[src/rtl/lfu_pkg.sv]
`default_nettype none
// ----------------------------------------------------------------------------
// lfu_pkg
// shared types for the lfu key/value cache
// ----------------------------------------------------------------------------
package lfu_pkg;

	typedef enum logic [2:0] {
		ST_IDLE,
		ST_SCAN,
		ST_DECIDE,
		ST_UPDATE,
		ST_OUT
	} state_t;

	localparam logic OP_GET = 1'b0;
	localparam logic OP_PUT = 1'b1;

endpackage
`default_nettype wire

[src/rtl/lfu_key_value_cache_unit.sv]
`default_nettype none
// ----------------------------------------------------------------------------
// lfu_key_value_cache_unit
// fully associative lfu key/value cache with lru tie break
// ----------------------------------------------------------------------------
// a new request is taken only in idle, after the last result is accepted;
// each runs a serial scan and a serial write-back of the entry memory
// (one entry read per cycle) with a decide step between them
// reset: all entries invalid, capacity limit 16; no clearing pass
module lfu_key_value_cache_unit
	import lfu_pkg::*;
#(
	parameter int ENTRIES    = 16,
	parameter int COUNT_BITS = 16
) (
	input  wire logic        clk,
	input  wire logic        arst_n,
	input  wire logic        cfg_we,
	input  wire logic [4:0]  cfg_wdata,
	input  wire logic        in_valid,
	output logic             in_ready,
	input  wire logic        opcode,
	input  wire logic [31:0] lookup_key,
	input  wire logic [31:0] write_value,
	output logic             out_valid,
	input  wire logic        out_ready,
	output logic             hit,
	output logic [31:0]      read_value,
	output logic             evicted,
	output logic [31:0]      evicted_key
);
	localparam int IW = (ENTRIES > 1) ? $clog2(ENTRIES) : 1;
	localparam int CW = $clog2(ENTRIES + 1);
	localparam int RW = IW;
	localparam logic [COUNT_BITS-1:0] CMAX = '1;

	typedef struct packed {
		logic [31:0]           key;
		logic [31:0]           value;
		logic [COUNT_BITS-1:0] count;
		logic [RW-1:0]         rank;
	} entry_t;

	entry_t           mem [ENTRIES];
	logic [ENTRIES-1:0] valid_q;
	entry_t           rd_q;
	logic             mem_we;
	logic [IW-1:0]    mem_waddr, mem_raddr;
	entry_t           mem_wdata;

	always_ff @(posedge clk) begin
		if (mem_we) mem[mem_waddr] <= mem_wdata;
		rd_q <= mem[mem_raddr];
	end

	state_t state_q, state_d;
	logic [4:0]    cap_q;
	logic          op_q;
	logic [31:0]   key_q, val_q;
	logic [CW-1:0] idx_q;     // address issued
	logic [CW-1:0] ridx_q;    // address of rd_q
	logic          rvld_q;
	logic          found_q;
	logic [IW-1:0] found_i_q;
	entry_t        found_e_q;
	logic [CW-1:0] used_q;
	logic          vic_ok_q;
	logic [IW-1:0] vic_i_q;
	entry_t        vic_e_q;
	logic          free_ok_q;
	logic [IW-1:0] free_i_q;
	// decided action
	logic          do_q;      // modify anything
	logic          ins_q;     // insert path
	logic          ev_q;
	logic [IW-1:0] slot_q;
	logic [RW-1:0] ref_r_q;   // touch rank or evicted rank
	logic          hit_q, evd_q;
	logic [31:0]   rv_q, evk_q;

	logic [CW-1:0] cap_eff;
	assign cap_eff = (int'(cap_q) > ENTRIES) ? CW'(ENTRIES) : CW'(cap_q);

	assign in_ready = (state_q == ST_IDLE);
	assign out_valid = (state_q == ST_OUT);
	assign hit = hit_q;
	assign read_value = rv_q;
	assign evicted = evd_q;
	assign evicted_key = evk_q;

	always_comb begin
		state_d = state_q;
		case (state_q)
			ST_IDLE:   if (in_valid) state_d = ST_SCAN;
			ST_SCAN:   if (rvld_q && ridx_q == CW'(ENTRIES - 1)) state_d = ST_DECIDE;
			ST_DECIDE: state_d = ST_UPDATE;
			ST_UPDATE: if (rvld_q && ridx_q == CW'(ENTRIES - 1)) state_d = ST_OUT;
			ST_OUT:    if (out_ready) state_d = ST_IDLE;
			default:   state_d = ST_IDLE;
		endcase
	end

	// write-back of entry at ridx_q during update
	logic [IW-1:0] ri;
	logic          rv;
	entry_t        upd;
	logic          upd_we;
	assign ri = ridx_q[IW-1:0];
	assign rv = valid_q[ri];

	always_comb begin
		upd = rd_q;
		upd_we = 1'b0;
		if (do_q && !ins_q) begin
			if (ri == slot_q) begin
				upd.rank = '0;
				if (rd_q.count != CMAX) upd.count = rd_q.count + 1'b1;
				if (op_q == OP_PUT) upd.value = val_q;
				upd_we = 1'b1;
			end else if (rv && rd_q.rank < ref_r_q) begin
				upd.rank = rd_q.rank + 1'b1;
				upd_we = 1'b1;
			end
		end else if (do_q && ins_q) begin
			if (ri == slot_q) begin
				upd.key = key_q;
				upd.value = val_q;
				upd.count = COUNT_BITS'(1);
				upd.rank = '0;
				upd_we = 1'b1;
			end else if (rv) begin
				if (ev_q && rd_q.rank > ref_r_q) upd.rank = rd_q.rank;
				else upd.rank = rd_q.rank + 1'b1;
				upd_we = 1'b1;
			end
		end
	end

	always_comb begin
		mem_raddr = idx_q[IW-1:0];
		mem_we = (state_q == ST_UPDATE) && rvld_q && upd_we;
		mem_waddr = ri;
		mem_wdata = upd;
	end

	logic better;
	assign better = !vic_ok_q || rd_q.count < vic_e_q.count ||
		(rd_q.count == vic_e_q.count && rd_q.rank > vic_e_q.rank);

	always_ff @(posedge clk or negedge arst_n) begin
		if (!arst_n) begin
			state_q <= ST_IDLE;
			cap_q <= 5'd16;
			valid_q <= '0;
			rvld_q <= 1'b0;
			idx_q <= '0;
		end else begin
			state_q <= state_d;
			if (cfg_we) cap_q <= cfg_wdata;
			rvld_q <= 1'b0;
			case (state_q)
				ST_IDLE: idx_q <= '0;
				ST_SCAN, ST_UPDATE: begin
					if (idx_q != CW'(ENTRIES)) begin
						rvld_q <= 1'b1;
						idx_q <= idx_q + 1'b1;
					end
				end
				ST_DECIDE: idx_q <= '0;
				ST_OUT: begin
					idx_q <= '0;
					if (do_q && ins_q) valid_q[slot_q] <= 1'b1;
				end
				default: idx_q <= '0;
			endcase
		end
	end

	always_ff @(posedge clk) begin
		ridx_q <= idx_q;
		case (state_q)
			ST_IDLE: begin
				op_q <= opcode;
				key_q <= lookup_key;
				val_q <= write_value;
				found_q <= 1'b0;
				vic_ok_q <= 1'b0;
				free_ok_q <= 1'b0;
				used_q <= '0;
			end
			ST_SCAN: begin
				if (rvld_q) begin
					if (rv) begin
						used_q <= used_q + 1'b1;
						if (!found_q && rd_q.key == key_q) begin
							found_q <= 1'b1;
							found_i_q <= ri;
							found_e_q <= rd_q;
						end
						if (better) begin
							vic_ok_q <= 1'b1;
							vic_i_q <= ri;
							vic_e_q <= rd_q;
						end
					end else if (!free_ok_q) begin
						free_ok_q <= 1'b1;
						free_i_q <= ri;
					end
				end
			end
			ST_DECIDE: begin
				hit_q <= 1'b0;
				rv_q <= '1;
				evd_q <= 1'b0;
				evk_q <= '0;
				do_q <= 1'b0;
				ins_q <= 1'b0;
				ev_q <= 1'b0;
				if (!(op_q == OP_PUT && cap_eff == '0)) begin
					if (found_q) begin
						hit_q <= 1'b1;
						rv_q <= found_e_q.value;
						do_q <= 1'b1;
						slot_q <= found_i_q;
						ref_r_q <= found_e_q.rank;
					end else if (op_q == OP_PUT) begin
						if (used_q >= cap_eff && vic_ok_q) begin
							evd_q <= 1'b1;
							evk_q <= vic_e_q.key;
							do_q <= 1'b1;
							ins_q <= 1'b1;
							ev_q <= 1'b1;
							slot_q <= vic_i_q;
							ref_r_q <= vic_e_q.rank;
						end else if (free_ok_q) begin
							do_q <= 1'b1;
							ins_q <= 1'b1;
							slot_q <= free_i_q;
						end
					end
				end
			end
			default: ;
		endcase
	end

endmodule
`default_nettype wire
[config.mk]
export PLATFORM = sky130hd
export DESIGN_NAME = lfu_key_value_cache_unit
export DESIGN_NICKNAME = d
export VERILOG_FILES = /design/src/rtl/lfu_pkg.sv /design/src/rtl/lfu_key_value_cache_unit.sv
export SDC_FILE = /design/constraint.sdc
export NUM_CORES = 2
export LEC_CHECK = 0
export ABC_AREA = 1
export BUFFER_PORTS_ARGS = -buffer_cell sky130_fd_sc_hd__buf_2
export CAP_MARGIN = 20
export CORE_ASPECT_RATIO = 0.75
export CORE_MARGIN = 2
export CORE_UTILIZATION = 40
export CTS_CLUSTER_SIZE = 12
export DETAILED_ROUTE_END_ITERATION = 16
export PLACE_DENSITY_LB_ADDON = 0.05
export SYNTH_ARGS = -nofsm -noshare
export SYNTH_HDL_FRONTEND = slang
export SYNTH_SLANG_ARGS = --single-unit
[constraint.sdc]
create_clock -name clk -period 7.4 [get_ports clk]
set_clock_uncertainty 0.15 [all_clocks]
set_input_delay 0.74 -clock clk [delete_from_list [all_inputs] [get_ports clk]]
set_output_delay 0.74 -clock clk [all_outputs]
set_load 0.01 [all_outputs]
==> flow_summary_export.csv <==
group,metric,value,unit
detailed_routing,firstDrtPassIters,7,
critical_path,cp_max_fo,44,
critical_path,r2r-start,"ridx_q[0]$_DFF_P_",
synthesis,synth_compound_area_share,10.23,%
synthesis,async_flop_share,1.752,%
run_status,status,"complete, no violations",
hold_path,whs_path_depth,3,
timing,finalCritPeriodShare,60.02,%
synthesis,synth_largest_area_cell,"edfxtp_1",
timing,hold_violations,0,
detailed_routing,route.vias.total,39710,
floorplanning,fp.dieH,355.5,um
global_routing,grt_pass1_vias,38510,
synthesis,seq_area_frac_synth,76.42,%
critical_path,crit_type,"flop to flop",
pwr,max-vdd-ir-drop,0.0003297,V
synthesis,synthXorXnorAreaFrac,0.3322,%
global_routing,grt_first_pass_wirelength,265.5,mm
hold_path,hold_path.class,"input pin to flop",
finish,fin_util,46.19,%
placement,routabilityCongestion,0.7781,
timing,tns,0,ps
synthesis,ys.flop_type,"edfxtp_1",
synthesis,synthAdderAreaFrac,0.6455,%
synthesis,ys_ff_latch,1712,
floorplanning,core-area,163000,um2
synthesis,yosys.area_share.simple,8.697,%
timing,worst_hold_slack,49.85,ps
clocking,clock_sinks,1712,
detailed_routing,drt_wl_total,179.6,mm
global_routing,grt.overflow.total,0,
critical_path,cp.required,7660,ps
global_routing,antenna_found_initial,6,
critical_path,rr_worst_depth,10,
synthesis,synth_edf_count,1593,
pwr,power.density,383.5,nW/um2
clocking,clk_latency,810,ps
clocking,cts_buffers,176,
finish,area_delta_synth_final,14.27,%
floorplanning,io_pins,143,
floorplanning,die_x,472.7,um
pwr,leakage,25.25,nW
critical_path,crit_path_start_kind,"flop",
finish,num-nets-final,5168,
placement,numPortBuffers,142,
floorplanning,dieArea,168100,um2
synthesis,syn-cell-area,65910,um2
synthesis,syn_nets,4972,
synthesis,syn_area_per_cell,13.55,um2
finish,nFillCells,14610,
clocking,clock_path_buffers,3,
clocking,cts_root_buf,"clkbuf_16",
synthesis,synth_top_family_by_area,"compound AO/OA/AOI/OAI gates",
global_routing,grt_max_degree,256,
synthesis,yosys_warnings,0,
synthesis,yosys-mux-area-fraction,0.8296,%
placement,dp_hpwl,88.56,mm
timing,worst_slew_pin_slew,1403,ps
clocking,tritoncts,"built",
clocking,path_clk_slew,60,ps
synthesis,netlist_instances,4863,
global_routing,grt_usage,21.23,%
clocking,postCtsSetupBuffers,0,
synthesis,synthTopCellsByArea,"edfxtp_1 73%, o21ai_0 5.4%, nor2_1 4.4%, dfxtp_1 2.7%, nand2_1 2.5%",
finish,drive_above_1_share,10.67,%
timing,finalMaxSlewViolations,0,
hold_path,worstHoldStart,"cfg_wdata[4]",
timing,fmax,0.2251,GHz
detailed_routing,initialDrtViolationCount,3360,
timing,period_minus_slack,4442,ps
detailed_routing,route.detailed.drc,0,
clocking,htreeDepth,4,
floorplanning,start_util,40.43,%
critical_path,crit_path_start,"ridx_q[0]$_DFF_P_",
detailed_routing,viasPerCell,5.402,
timing,setup_viol,0,
detailed_routing,antenna_left,0,
synthesis,netlist-cell-type-count,47,
synthesis,synth_top_area_share,72.58,%
critical_path,worstSetupEndpointType,"flop",
run,cap_violations,0,
timing,maxSlewHeadroom,6.450,%
floorplanning,num_rows,128,
detailed_routing,post_drt_wl_per_cell,24.43,um
timing,rsz0062_at_grt,"false",
critical_path,worstPathArrival,4700,ps
## state kept, by name, summed over array words and instances (netlist names), 5 cells and up
signal and count:
idx_q 5, read_value 32, used_q 5, vic_e_q 52
rd_q 84, ridx_q 5, found_e_q 36, key_q 32
valid_q 16, mem 1344, cap_q 5, val_q 32
evicted_key 32
## cell usage after synthesis (2+ instances only)
cell       instances
a21oi_1           30
a22o_1             2
buf_1              7
buf_2             61
buf_4              4
buf_6              5
clkbuf_1         211
dfrtp_1           29
dfxtp_1           89
edfxtp_1        1593
ha_1              34
inv_1            170
inv_2              3
inv_4              2
mux2_2             5
mux2_4            30
mux2i_1            4
nand2_1          436
nand2_2            2
nand3_1          165
nand3_2            5
nand4_1           15
nor2_1           773
nor2_2             6
nor2_4             2
nor3_1            14
nor4_1             2
o2111ai_1          3
o211ai_1          35
o21ai_0          717
o21ai_1           10
o21bai_1          17
o221ai_1         135
o22ai_1          205
or2_2              7
xnor2_1            7
xor2_1            18
## timing repair
action / 4_1_cts / 5_1_grt
gates resized for setup: 0 / 0
hold buffers: 69 / 0
hold endpoints to repair: 97 / 0
## power breakdown
part	leakage, nW	internal, W	switching (W)
combinational	7.13	0.00192	0.00526
sequential	15.5	0.0125	0.000584
clock	2.65	0.00492	0.00369
total	25.3	0.0193	0.00953
## cell type report
cell class,instances,area (um2),area share [%]
Timing Repair Buffer,306,2247,2.984
Multi-Input combinational cell,2687,13830,18.36
Clock buffer,274,5016,6.660
Sequential cell,1712,50380,66.89
Tap cell,2145,2684,3.564
Clock inverter,45,444.2,0.5898
Inverter,176,695.7,0.9237
Antenna cell,7,17.52,0.02326
## path summary, 6_finish.rpt
| path | to | slack [ps] |
|---|---|---|
| worst max-delay path | mem[9][38]$_DFFE_PP_ | 2960 |
| worst min-delay path | cap_q[4]$_DFFE_PN1P_ | 50 |
| worst max register to register | mem[9][38]$_DFFE_PP_ | 2960 |
| worst min register to register | found_e_q[50]$_DFFE_PP_ | 280 |
| max in group asynchronous | idx_q[2]$_DFFE_PN0P_ | 6160 |
| min in group asynchronous | cap_q[1]$_DFFE_PN0P_ | 380 |
## stage by stage
step | power, W | area [um2] | cells | setup WS (ps)
2_1_floorplan | 0.01769 | 65910 | 4863 | 1717
3_5_place_dp | 0.02050 | 69070 | 6949 | 2935
5_1_grt | 0.03040 | 75310 | 7349 | 2628
3_3_place_gp | 0.02049 | 69000 | 6941 | 2986
4_1_cts | 0.02916 | 75220 | 7337 | 2925
6_report | 0.02888 | 75310 | 7352 | 2958
## metal layers
metal / track usage, % / vias to the layer above / wire, um
met1: 32.59 / 20070 / 88530
met3: 2.891 / 225 / 9230
met4: 5.508 / 0 / 3712
li1: - / 18350 / -
met2: 31.73 / 1076 / 78110
met5: 0 / - / 0
## worst max-delay path: stages (launching register included)
cell and delay, ps:
dfxtp_1 690, nand2_1 140, a21oi_2 190, nand2_4 140
nor2_4 100, buf_4 460, nor2_1 130, nand3_2 160
nand3_2 220, nor2_4 880, buf_4 710
## cells in the final DEF (no fill, tap or decap), drive strengths merged
cell         count
a21oi           31
a22o             2
a31oi            1
buf            237
bufinv           8
clkbuf         274
clkinv          34
dfrtp           29
dfstp            1
dfxtp           89
diode            7
dlygate4sd3     69
edfxtp        1593
ha              34
inv            179
mux2            35
mux2i            4
nand2          439
nand3          170
nand4           15
nor2           781
nor3            14
nor3b            1
nor4             2
o2111ai          3
o211ai          36
o21a             1
o21ai          727
o21bai          17
o221ai         135
o22ai          205
o41ai            1
or2              8
xnor2            7
xor2            18
## cell families (layout without fill, tap and decap cells)
group	after synthesis	in the layout
AOI/OAI and AO/OA	1159	1159
xor gates and xnor gates	25	25
buffers and inverters	464	801
other	0	7
and+or+nand+nor	1430	1430
adders and majority gates	34	34
DFF	1712	1712
muxes	39	39
(Power assumes the default switching activity.)
